### src/sv/ftcl_pkg.sv
// Shared constants and types for the FIFO tag cache lookup block.
package ftcl_pkg;

  localparam int MAX_ENTRIES = 8;
  localparam int TAG_W       = 16;
  localparam int SLOT_W      = 3;
  localparam int CNT_W       = 4;
  localparam int IDX_W       = (MAX_ENTRIES > 1) ? $clog2(MAX_ENTRIES) : 1;
  localparam int EFF_W       = $clog2(MAX_ENTRIES + 1);
  localparam int CMP_W       = (EFF_W > CNT_W) ? EFF_W : CNT_W;
  localparam int PADDR_W     = 3;
  localparam int PDATA_W     = 32;

  localparam logic [TAG_W-1:0] EMPTY_TAG          = '0;
  localparam logic [CNT_W-1:0] ACTIVE_RESET       = 4'd8;
  localparam logic             REG_ACTIVE_ENTRIES = 1'b0;

  typedef logic [TAG_W-1:0] tag_t;

  typedef struct packed {
    logic req;
    logic active;
    logic last;
    logic evict;
  } cell_ctl_t;

  typedef struct packed {
    logic stop;
    logic hit;
  } cell_stat_t;

endpackage

### src/sv/fifo_tag_cache_lookup.sv
// Top level of the FIFO tag cache lookup block.
//
// Fully associative tag cache with first-in first-out replacement, built as a
// row of slot cells. An item is taken at a rising edge with start high and
// busy low; busy stays low, so an item may follow in every cycle. Each cell
// compares its tag with item_id and the first active cell that matches or is
// empty stops the search along the row; on a miss with no empty slot every
// active cell takes its right neighbour's tag and the last one takes item_id.
// The result appears in the cycle after acceptance, held for exactly one cycle
// with done high; the receiver cannot stall it. Throughput is one item per
// cycle. active_entries must be written through the APB port (byte address 0)
// only while the block is idle, which the block does not enforce; 0 acts as 1
// and values above the built depth act as it. Reset empties every slot, sets
// active_entries to 8 and clears done.
module fifo_tag_cache_lookup (
  input  logic                         clk,
  input  logic                         rst,
  input  logic                         start,
  output logic                         busy,
  input  logic [15:0]                  item_id,
  output logic                         done,
  output logic                         ignored,
  output logic                         hit,
  output logic [2:0]                   slot,
  output logic                         evicted,
  output logic [15:0]                  evicted_id,
  input  logic                         psel,
  input  logic                         penable,
  input  logic                         pwrite,
  input  logic [ftcl_pkg::PADDR_W-1:0] paddr,
  input  logic [ftcl_pkg::PDATA_W-1:0] pwdata,
  output logic [ftcl_pkg::PDATA_W-1:0] prdata,
  output logic                         pready
);
  import ftcl_pkg::*;

  logic [CNT_W-1:0]  active_entries;
  logic [EFF_W-1:0]  n_eff;
  logic              accept;
  logic              req;
  logic              evict;
  logic [IDX_W-1:0]  where_idx;
  logic              any_hit;

  logic [MAX_ENTRIES:0]        found;
  tag_t                        tags  [MAX_ENTRIES];
  tag_t                        right [MAX_ENTRIES];
  cell_ctl_t                   ctl   [MAX_ENTRIES];
  cell_stat_t                  stat  [MAX_ENTRIES];

  assign busy   = 1'b0;
  assign pready = 1'b1;
  assign accept = start & ~busy;
  assign req    = accept & (item_id != EMPTY_TAG);

  always_ff @(posedge clk) begin
    if (rst) begin
      active_entries <= ACTIVE_RESET;
    end else if (psel && penable && pwrite && pready
                 && paddr[PADDR_W-1] == REG_ACTIVE_ENTRIES) begin
      active_entries <= pwdata[CNT_W-1:0];
    end
  end

  always_comb begin
    if (paddr[PADDR_W-1] == REG_ACTIVE_ENTRIES) begin
      prdata = PDATA_W'(active_entries);
    end else begin
      prdata = '0;
    end
  end

  always_comb begin
    priority if (active_entries == '0) begin
      n_eff = EFF_W'(1);
    end else if (CMP_W'(active_entries) > CMP_W'(MAX_ENTRIES)) begin
      n_eff = EFF_W'(MAX_ENTRIES);
    end else begin
      n_eff = EFF_W'(active_entries);
    end
  end

  assign found[0] = 1'b0;
  assign evict    = req & ~found[MAX_ENTRIES];

  for (genvar i = 0; i < MAX_ENTRIES; i++) begin : g_cell
    if (i == MAX_ENTRIES - 1) begin : g_end
      assign right[i] = EMPTY_TAG;
    end else begin : g_mid
      assign right[i] = tags[i+1];
    end

    assign ctl[i].req    = req;
    assign ctl[i].active = (EFF_W'(i) < n_eff);
    assign ctl[i].last   = (EFF_W'(i + 1) == n_eff);
    assign ctl[i].evict  = evict;

    ftcl_cell u_cell (
      .clk       (clk),
      .rst       (rst),
      .ctl       (ctl[i]),
      .item_id   (item_id),
      .found_in  (found[i]),
      .right_tag (right[i]),
      .found_out (found[i+1]),
      .stat      (stat[i]),
      .tag       (tags[i])
    );
  end

  always_comb begin
    where_idx = '0;
    any_hit   = 1'b0;
    for (int i = 0; i < MAX_ENTRIES; i++) begin
      if (stat[i].stop) begin
        where_idx = where_idx | IDX_W'(i);
      end
      any_hit = any_hit | stat[i].hit;
    end
    if (evict) begin
      where_idx = IDX_W'(n_eff - EFF_W'(1));
    end
  end

  always_ff @(posedge clk) begin
    if (rst) begin
      done <= 1'b0;
    end else begin
      done <= accept;
    end
  end

  always_ff @(posedge clk) begin
    if (accept) begin
      ignored    <= ~req;
      hit        <= req & any_hit;
      slot       <= req ? SLOT_W'(where_idx) : '0;
      evicted    <= evict;
      evicted_id <= evict ? tags[0] : EMPTY_TAG;
    end
  end

endmodule

### src/sv/ftcl_cell.sv
// One slot of the tag chain: holds a tag, compares it and shifts towards slot 0.
module ftcl_cell (
  input  logic              clk,
  input  logic              rst,
  input  ftcl_pkg::cell_ctl_t ctl,
  input  ftcl_pkg::tag_t    item_id,
  input  logic              found_in,
  input  ftcl_pkg::tag_t    right_tag,
  output logic              found_out,
  output ftcl_pkg::cell_stat_t stat,
  output ftcl_pkg::tag_t    tag
);
  import ftcl_pkg::*;

  logic match;
  logic empty;

  always_comb begin
    match     = (tag == item_id);
    empty     = (tag == EMPTY_TAG);
    stat.stop = ctl.active & ~found_in & (match | empty);
    stat.hit  = stat.stop & match;
    found_out = found_in | stat.stop;
  end

  always_ff @(posedge clk) begin
    if (rst) begin
      tag <= EMPTY_TAG;
    end else if (ctl.req && ctl.active) begin
      priority if (ctl.evict && !ctl.last) begin
        tag <= right_tag;
      end else if ((ctl.evict && ctl.last) || (stat.stop && !match)) begin
        tag <= item_id;
      end else begin
        tag <= tag;
      end
    end
  end

endmodule

### config.mk
export PLATFORM = sky130hd
export DESIGN_NAME = fifo_tag_cache_lookup
export DESIGN_NICKNAME = d
export VERILOG_FILES = /design/src/sv/ftcl_pkg.sv /design/src/sv/fifo_tag_cache_lookup.sv /design/src/sv/ftcl_cell.sv
export SDC_FILE = /design/constraint.sdc
export NUM_CORES = 1
export LEC_CHECK = 0
export ABC_CLOCK_PERIOD_IN_PS = 11100
export BUFFER_PORTS_ARGS = -buffer_cell sky130_fd_sc_hd__buf_4
export CORE_ASPECT_RATIO = 0.75
export CORE_MARGIN = 5
export CORE_UTILIZATION = 60
export CTS_BUF_LIST = sky130_fd_sc_hd__clkbuf_8
export DETAILED_ROUTE_END_ITERATION = 6
export GPL_ROUTABILITY_DRIVEN = 0
export PLACE_DENSITY_LB_ADDON = 0.12
export SETUP_SLACK_MARGIN = 0.5
export SLEW_MARGIN = 20
export SYNTH_ARGS = -nofsm -noshare
export SYNTH_HDL_FRONTEND = slang
export SYNTH_HIERARCHICAL = 1
export SYNTH_SLANG_ARGS = --single-unit
### constraint.sdc
create_clock -name clk -period 11.1 [get_ports clk]
set_clock_uncertainty 0.05 [all_clocks]
set_input_delay 0 -clock clk [delete_from_list [all_inputs] [get_ports clk]]
set_output_delay 0 -clock clk [all_outputs]
set_load 0.02 [all_outputs]
# Word level (Yosys, flattened, before mapping)
# Index checks and enable logic that the tools add are counted.
op_classes:
  addsub: 1
  magnitude_cmp: 9
  n_eq_ne: 16
  muxes: 27
  n_bitwise: 58
  n_reduce_logical: 85
op_table:
  columns: ["operator", "count"]
  rows:
  - ["16-bit 2-to-1 mux", 16]
  - ["16-bit equality test", 8]
  - ["16-bit logical NOT", 8]
  - ["1-bit logical AND", 35]
  - ["1-bit AND", 26]
  - ["1-bit bitwise OR", 22]
  - ["3-bit by 4-bit equality test with 1-bit output, first input constant", 4]
  - ["1-bit logical NOT", 16]
  - ["3-bit by 4-bit < comparator with 1-bit output, first input constant", 4]
  - ["2-bit AND reduction", 8]
  - ["16-bit nonzero test", 1]
  - ["2-bit nonzero test", 8]
  - ["3-bit 2-to-1 mux", 5]
  - ["4-bit 2-to-1 mux", 3]
  - ["1-bit inverter", 10]
  - ["2-bit by 4-bit equality test with 1-bit output, first input constant", 2]
  - ["1-bit logical OR", 8]
  - ["1-bit by 4-bit < comparator with 1-bit output, first input constant", 2]
  - ["2-bit by 4-bit < comparator with 1-bit output, first input constant", 2]
  - ["1-bit by 4-bit equality test with 1-bit output, first input constant", 1]
  - ["4-bit equality test, first input constant", 1]
  - ["4-bit > comparator, second input constant", 1]
  - ["4-bit logical NOT", 1]
  - ["2-bit 2-to-1 mux", 2]
  - ["2 further kinds", 2]
word_totals:
  regBits: 155
  elab_cells: 211

# Depth between registers and ports, before layout
# Gate-level depths: netlist of the first run.
logic_depth:
  depth_word: 39
  mapped_depth: 53

# Cells and area by module
# Netlist of the first run, hierarchy kept.
by_module_without_submodules:
  columns: ["mod", "n_inst", "cells_each", "area_each_um2", "seq_area_each_um2"]
  rows:
  - ["ftcl_cell", 8, 113, 1138.6, 320.3]
  - ["fifo_tag_cache_lookup", 1, 144, 1650.3, 760.7]

# Least setup slack after synthesis of the first run
# OpenSTA, ideal clock, no wires.
synth_timing:
  path_type: "register to register"
  startpoint: "reg active_entries[2]"
  endpoint: "reg g_cell[0].u_cell.tag[10]"
  arrival_ps: 7254
  t_required_ps: 10904
  slack_ps: 3650
  stages_incl_launch_ff: 54
  n_path_buf: 4
  synth_period_minus_slack_ps: 7450
  cell_sequence: "dfxtp_1 -> buf_2 -> nor2_1 -> o21bai_1 -> ha_1 -> nand2_1 -> nand2b_1 -> nand2b_1 -> nor2_1 -> nor2_1 -> o21ai_0 -> nand2b_1 -> nand2b_1 -> nor2_1 -> nor2_1 -> o21ai_0 -> nand2b_1 -> nand2b_1 -> [... 18 more ...] -> nand2b_1 -> nand2b_1 -> nor2_1 -> nor2_1 -> o21ai_0 -> nand2b_1 -> nand2b_1 -> nor2_1 -> nor2_1 -> o21ai_0 -> nand2b_1 -> a41oi_4 -> buf_6 -> nand2b_1 -> buf_2 -> clkbuf_1 -> mux2i_1 -> a211oi_2"
synth_lines:
  columns: ["item", "line_no", "rtl"]
  rows:
  - ["start: declaration", "fifo_tag_cache_lookup.sv:37", "logic [CNT_W-1:0] active_entries;"]
  - ["start signal: assignment", "fifo_tag_cache_lookup.sv:61", "active_entries <= pwdata[CNT_W-1:0];"]
  - ["end signal: assignment", "ftcl_cell.sv:31", "tag <= right_tag;"]
  - ["end signal: assignment", "ftcl_cell.sv:33", "tag <= item_id;"]
  - ["end signal: assignment", "ftcl_cell.sv:35", "tag <= tag;"]
  - ["end: declaration", "ftcl_cell.sv:11", "output ftcl_pkg::tag_t tag"]

==> out/metrics.csv, run 1 <==
metric;value;unit
status;finished, final reports clean;
fin_util;65.2;%
cts_setup_buffers;0;
wl_per_cell;21.3;µm
path_clk_slew;0.08;ns
io_pins;114;
synth_area;10800;µm²
cts_tree;done;
worstPathRequired;11.35;ns
num_vias;8359;
cts-buffers-inserted;17;
critPathMaxFanout;33;
start_util;61.1;%
grt_max_degree;73;
cp.arrival;9.41;ns
final.period_utilization;82.5;%
dp_cells;1283;
maxSlewViolCount;0;
root_buffer;clkbuf_8;
die_w;165;µm
leakagePower;0.00511;µW
drt_wl_total;28300;µm
drtPass1Iterations;5;
nets;1136;
min_path_type;primary input to flop;
syn_area_per_cell;10.3;µm²
fillers;1463;
dp_hpwl;18100;µm
die_h;126;µm
drtAntennaViolNets;0;
drive_above_1_share;20.1;%
pwr_density_cell;269;nW/µm²
maxCapViolCount;0;
critPathMaxStageDelay;0.74;ns
cpMostUsedCell;nand2b_1;
die_area;20700;µm²
grt_pass1_vias;7903;
start_kind;flop;
end_kind;flop;
whs;0.0278;ns
clockBufferDepth;2;
irDropWorstVdd;192;µV
slowest_stage;nand2b_1;
area_delta_synth_final;6.80;%
antenna_cells;0;
grt_pass1_wl;44700;µm
clk_latency;0.47;ns
reg2reg_slack;1.95;ns
drt_iter0_markers;883;
instances_no_fill;1329;
setup_viol;0;
viasPerCell;6.29;
htree_levels;4;
syn-instance-count;1047;
rsz0062_at_grt;no;
drc;0;
antenna_found_initial;0;
setup-tns-final;0;ns
crit_buf_inv;0;
numPortBuffers;53;
crit_family;simple AND/OR/NAND/NOR gates;
max_slew.worst_pin.slew;1.08;ns
core_area;17600;µm²
grt-ovfl-total;0;
path_class;flop to flop;
rows;42;
layout_min_cycle_time;9.15;ns
cts_sinks;155;
relSlewSlack;28.3;%
ys_warn_count;6;
final_hold_viol_count;0;
grtUsageTotal;27.0;%
clock.fmax;0.109;GHz
## through the flow
stage | area [µm²] | worst slack [ns] | total power [µW]
5_1_grt | 11500 | 0.791 | 3280
6_report | 11500 | 1.95 | 3090
3_5_place_dp | 10900 | 2.12 | 2570
2_1_floorplan | 10900 | 3.70 | 2310
4_1_cts | 11500 | 2.05 | 3080
3_3_place_gp | 10900 | 2.28 | 2540
## worst paths after layout
check	startpoint	to	cells after the start
setup / recovery	active_entries[3]$_SDFFE_PP1P_	g_cell[5].u_cell/tag[7]$_SDFFE_PP0P_	48
hold / removal	pwrite	active_entries[3]$_SDFFE_PP1P_	3
setup reg to reg	active_entries[3]$_SDFFE_PP1P_	g_cell[5].u_cell/tag[7]$_SDFFE_PP0P_	48
hold reg to reg	g_cell[3].u_cell/tag[0]$_SDFFE_PP0P_	g_cell[2].u_cell/tag[0]$_SDFFE_PP0P_	2
## layout by cell type (no fill, tap or decap), drive strengths merged, types with 9 or more instances in the layout
| cell | n |
|---|---|
| a211oi | 256 |
| dfxtp | 133 |
| mux2i | 131 |
| xor2 | 129 |
| nor4 | 72 |
| buf | 62 |
| conb | 48 |
| nor2 | 33 |
| nand2b | 26 |
| edfxtp | 22 |
| and2 | 22 |
| inv | 18 |
| clkbuf | 17 |
| dlygate4sd3 | 14 |
| nand2 | 12 |
| a21o | 10 |
| o21ai | 9 |
| nor3 | 9 |
## cell type report
class	count	area [µm²]	area share (%)
multi-input cells	809	6740	58.7
flip-flops and latches	155	3320	28.9
repair buffers	76	609	5.31
well taps	242	303	2.64
clock buffers	17	234	2.04
clock inverters	15	221	1.93
inverters	15	56.3	0.490
## routing by layer
metal	vias to the layer above	routed length, µm	global-route usage [%]
met4	0	557	7.29
met3	44	1930	6.24
met2	299	11400	36.7
met1	4049	14400	42.2
met5	-	0	0
li1	3967	-	-
## power breakdown
part / total, µW / switching (µW) / internal, µW / leakage (µW)
combinational: 1670 / 947 / 720 / 0.00358
clock: 497 / 229 / 268 / 0.000225
sequential: 930 / 198 / 731 / 0.00131
total: 3090 / 1370 / 1720 / 0.00511
## what timing repair did
item                                    CTS  global route
endpoints found under the hold margin    66             0
endpoints found under the setup margin    0             0
hold buffers                             14             0
gates resized for setup                   0             0
## flip-flops by register name (all words and copies together), names as in the netlist
signal and cells:
active_entries 4, evicted_id 16, ignored 1, slot 3
evicted 1, hit 1, g_cell.u_cell/tag 128, done 1
## worst reg2reg max path, delay by kind of cell (launching register included)
family / cells / cell delay [ns]
flops: 1 / 0.46
compound gates: 11 / 2.19
fa+ha+maj: 1 / 0.28
mux: 1 / 0.48
simple gates: 35 / 5.53
No activity file was read; power rests on OpenSTA's default activity.
==> run 2: changes to the inputs <==
--- a/config.mk
+++ b/config.mk
@@ -5,11 +5,11 @@
 export SDC_FILE = /design/constraint.sdc
 export NUM_CORES = 1
 export LEC_CHECK = 0
-export ABC_CLOCK_PERIOD_IN_PS = 11100
+export ABC_CLOCK_PERIOD_IN_PS = 8330
 export BUFFER_PORTS_ARGS = -buffer_cell sky130_fd_sc_hd__buf_4
 export CORE_ASPECT_RATIO = 0.75
 export CORE_MARGIN = 5
-export CORE_UTILIZATION = 60
+export CORE_UTILIZATION = 56
 export CTS_BUF_LIST = sky130_fd_sc_hd__clkbuf_8
 export DETAILED_ROUTE_END_ITERATION = 6
 export GPL_ROUTABILITY_DRIVEN = 0
==> constraint.sdc (replaced) <==
create_clock -name clk -period 8.33 [get_ports clk]
set_clock_uncertainty 0.05 [all_clocks]
set_input_delay 0 -clock clk [delete_from_list [all_inputs] [get_ports clk]]
set_output_delay 0 -clock clk [all_outputs]
set_load 0.02 [all_outputs]
==> run 2 against run 1 <==
Critical path depth is 2 higher. Combinational power is 53% higher. Total power is 42% higher. Die area is 6.6% higher. Routed wire length is 12% higher. Highest routed layer unchanged.
==> out/metrics.csv, run 2 (same netlist as run 1, synthesis figures left out) <==
metric;value;unit
final_common_cell;a211oi_1;
drt_iter0_markers;998;
worstPathRequired;8.61;ns
drive_above_1_share;28.3;%
leakagePower;0.00532;µW
dp_hpwl;20300;µm
grt-ovfl-total;0;
viasPerCell;6.35;
clk_latency;0.48;ns
top_regs;g_cell.u_cell/tag (128), evicted_id (16), active_entries (4);
drtAntennaViolNets;0;
final_hold_viol_count;0;
cts-buffers-inserted;17;
start_util;57.6;%
min_path_type;primary input to flop;
rows;43;
cts_sinks;155;
end_kind;flop;
grtUsageTotal;27.0;%
dp_cells;1318;
irDropWorstVdd;202;µV
largest_reg_flops;128;
layout_min_cycle_time;7.34;ns
max_slew.worst_pin.slew;1.37;ns
root_buffer;clkbuf_8;
die_h;130;µm
setup_viol;0;
path_clk_slew;0.10;ns
grt_pass1_wl;47100;µm
whs;0.123;ns
htree_levels;4;
rsz0062_at_grt;no;
drtPass1Iterations;5;
maxSlewViolCount;0;
status;finished, final reports clean;
area_delta_synth_final;12.8;%
num_vias;8763;
slowest_stage;dfxtp_2;
numPortBuffers;53;
instances_no_fill;1379;
cp.arrival;7.62;ns
clockBufferDepth;2;
final.period_utilization;88.1;%
clock.fmax;0.136;GHz
maxCapViolCount;0;
critPathMaxFanout;16;
largest-register;g_cell.u_cell/tag;
drc;0;
io_pins;114;
drt_wl_total;31600;µm
relSlewSlack;8.88;%
fin_util;65.0;%
critPathMaxStageDelay;0.37;ns
cpMostUsedCell;nor2_1;
final_cell_mix;157 x a211oi_1, 131 x dfxtp_1, 129 x xor2_1;
antenna_cells;0;
antenna_found_initial;0;
die_w;170;µm
setup-tns-final;0;ns
core_area;18700;µm²
grt_max_degree;71;
nets;1181;
pwr_density_cell;362;nW/µm²
path_class;flop to flop;
wl_per_cell;22.9;µm
start_kind;flop;
cts_tree;done;
grt_pass1_vias;8039;
die_area;22100;µm²
fillers;1536;
run 2: layout make-up:
class / instances / area [µm²] / area share (%)
multi-input cells: 821 / 7110 / 58.6
flip-flops and latches: 155 / 3330 / 27.4
repair buffers: 109 / 932 / 7.69
well taps: 247 / 309 / 2.55
clock buffers: 17 / 234 / 1.93
clock inverters: 15 / 160 / 1.32
inverters: 15 / 56.3 / 0.464
run 2: worst paths after layout:
path                                   startpoint                                    end  slack, ns  cells after the start
max reg2reg        active_entries[3]$_SDFFE_PP1P_  g_cell[1].u_cell/tag[15]$_SDFFE_PP0P_       0.99                     50
min                                   item_id[13]  g_cell[7].u_cell/tag[13]$_SDFFE_PP0P_       0.12                      4
min reg2reg  g_cell[4].u_cell/tag[0]$_SDFFE_PP0P_   g_cell[3].u_cell/tag[0]$_SDFFE_PP0P_       0.56                      2
max                active_entries[3]$_SDFFE_PP1P_  g_cell[1].u_cell/tag[15]$_SDFFE_PP0P_       0.99                     50
run 2: stage by stage:
step	total power [µW]	area (µm²)	setup WS, ns
floorplan	3080	10900	0.926
global placement	3430	11100	0.344
detailed placement	3480	11100	0.203
CTS	4110	11700	0.625
global route	4630	12100	0.410
finish	4390	12100	0.993
run 2: what timing repair did:
action,4_1_cts,5_1_grt
resized for setup,16,69
endpoints found under the hold margin,28,0
cloned,0,13
endpoints found under the setup margin,128,148
hold buffers,10,0
setup buffers,2,4
pin swaps,0,0
run 2: critical path, delay by kind of cell (launching register included):
family	cells	cell delay (ns)
buffers and inverters	2	0.36
muxes	1	0.26
and+or+nand+nor	36	4.66
AOI/OAI and AO/OA	10	1.26
adders and majority gates	1	0.24
DFF	1	0.37
run 2: per-layer routing:
metal  routed length, µm  vias to the layer above  global-route usage [%]
met2               13000                      364                    38.3
met3                2720                       34                    6.27
met4                 599                        0                    6.34
met5                   0                        -                       0
met1               15400                     4258                    41.4
li1                    -                     4107                       -
run 2: report_power, final:
| part | switching [µW] | total [µW] | internal, µW |
|---|---|---|---|
| sequential | 274 | 1250 | 975 |
| clock | 335 | 583 | 248 |
| combinational | 1380 | 2560 | 1180 |
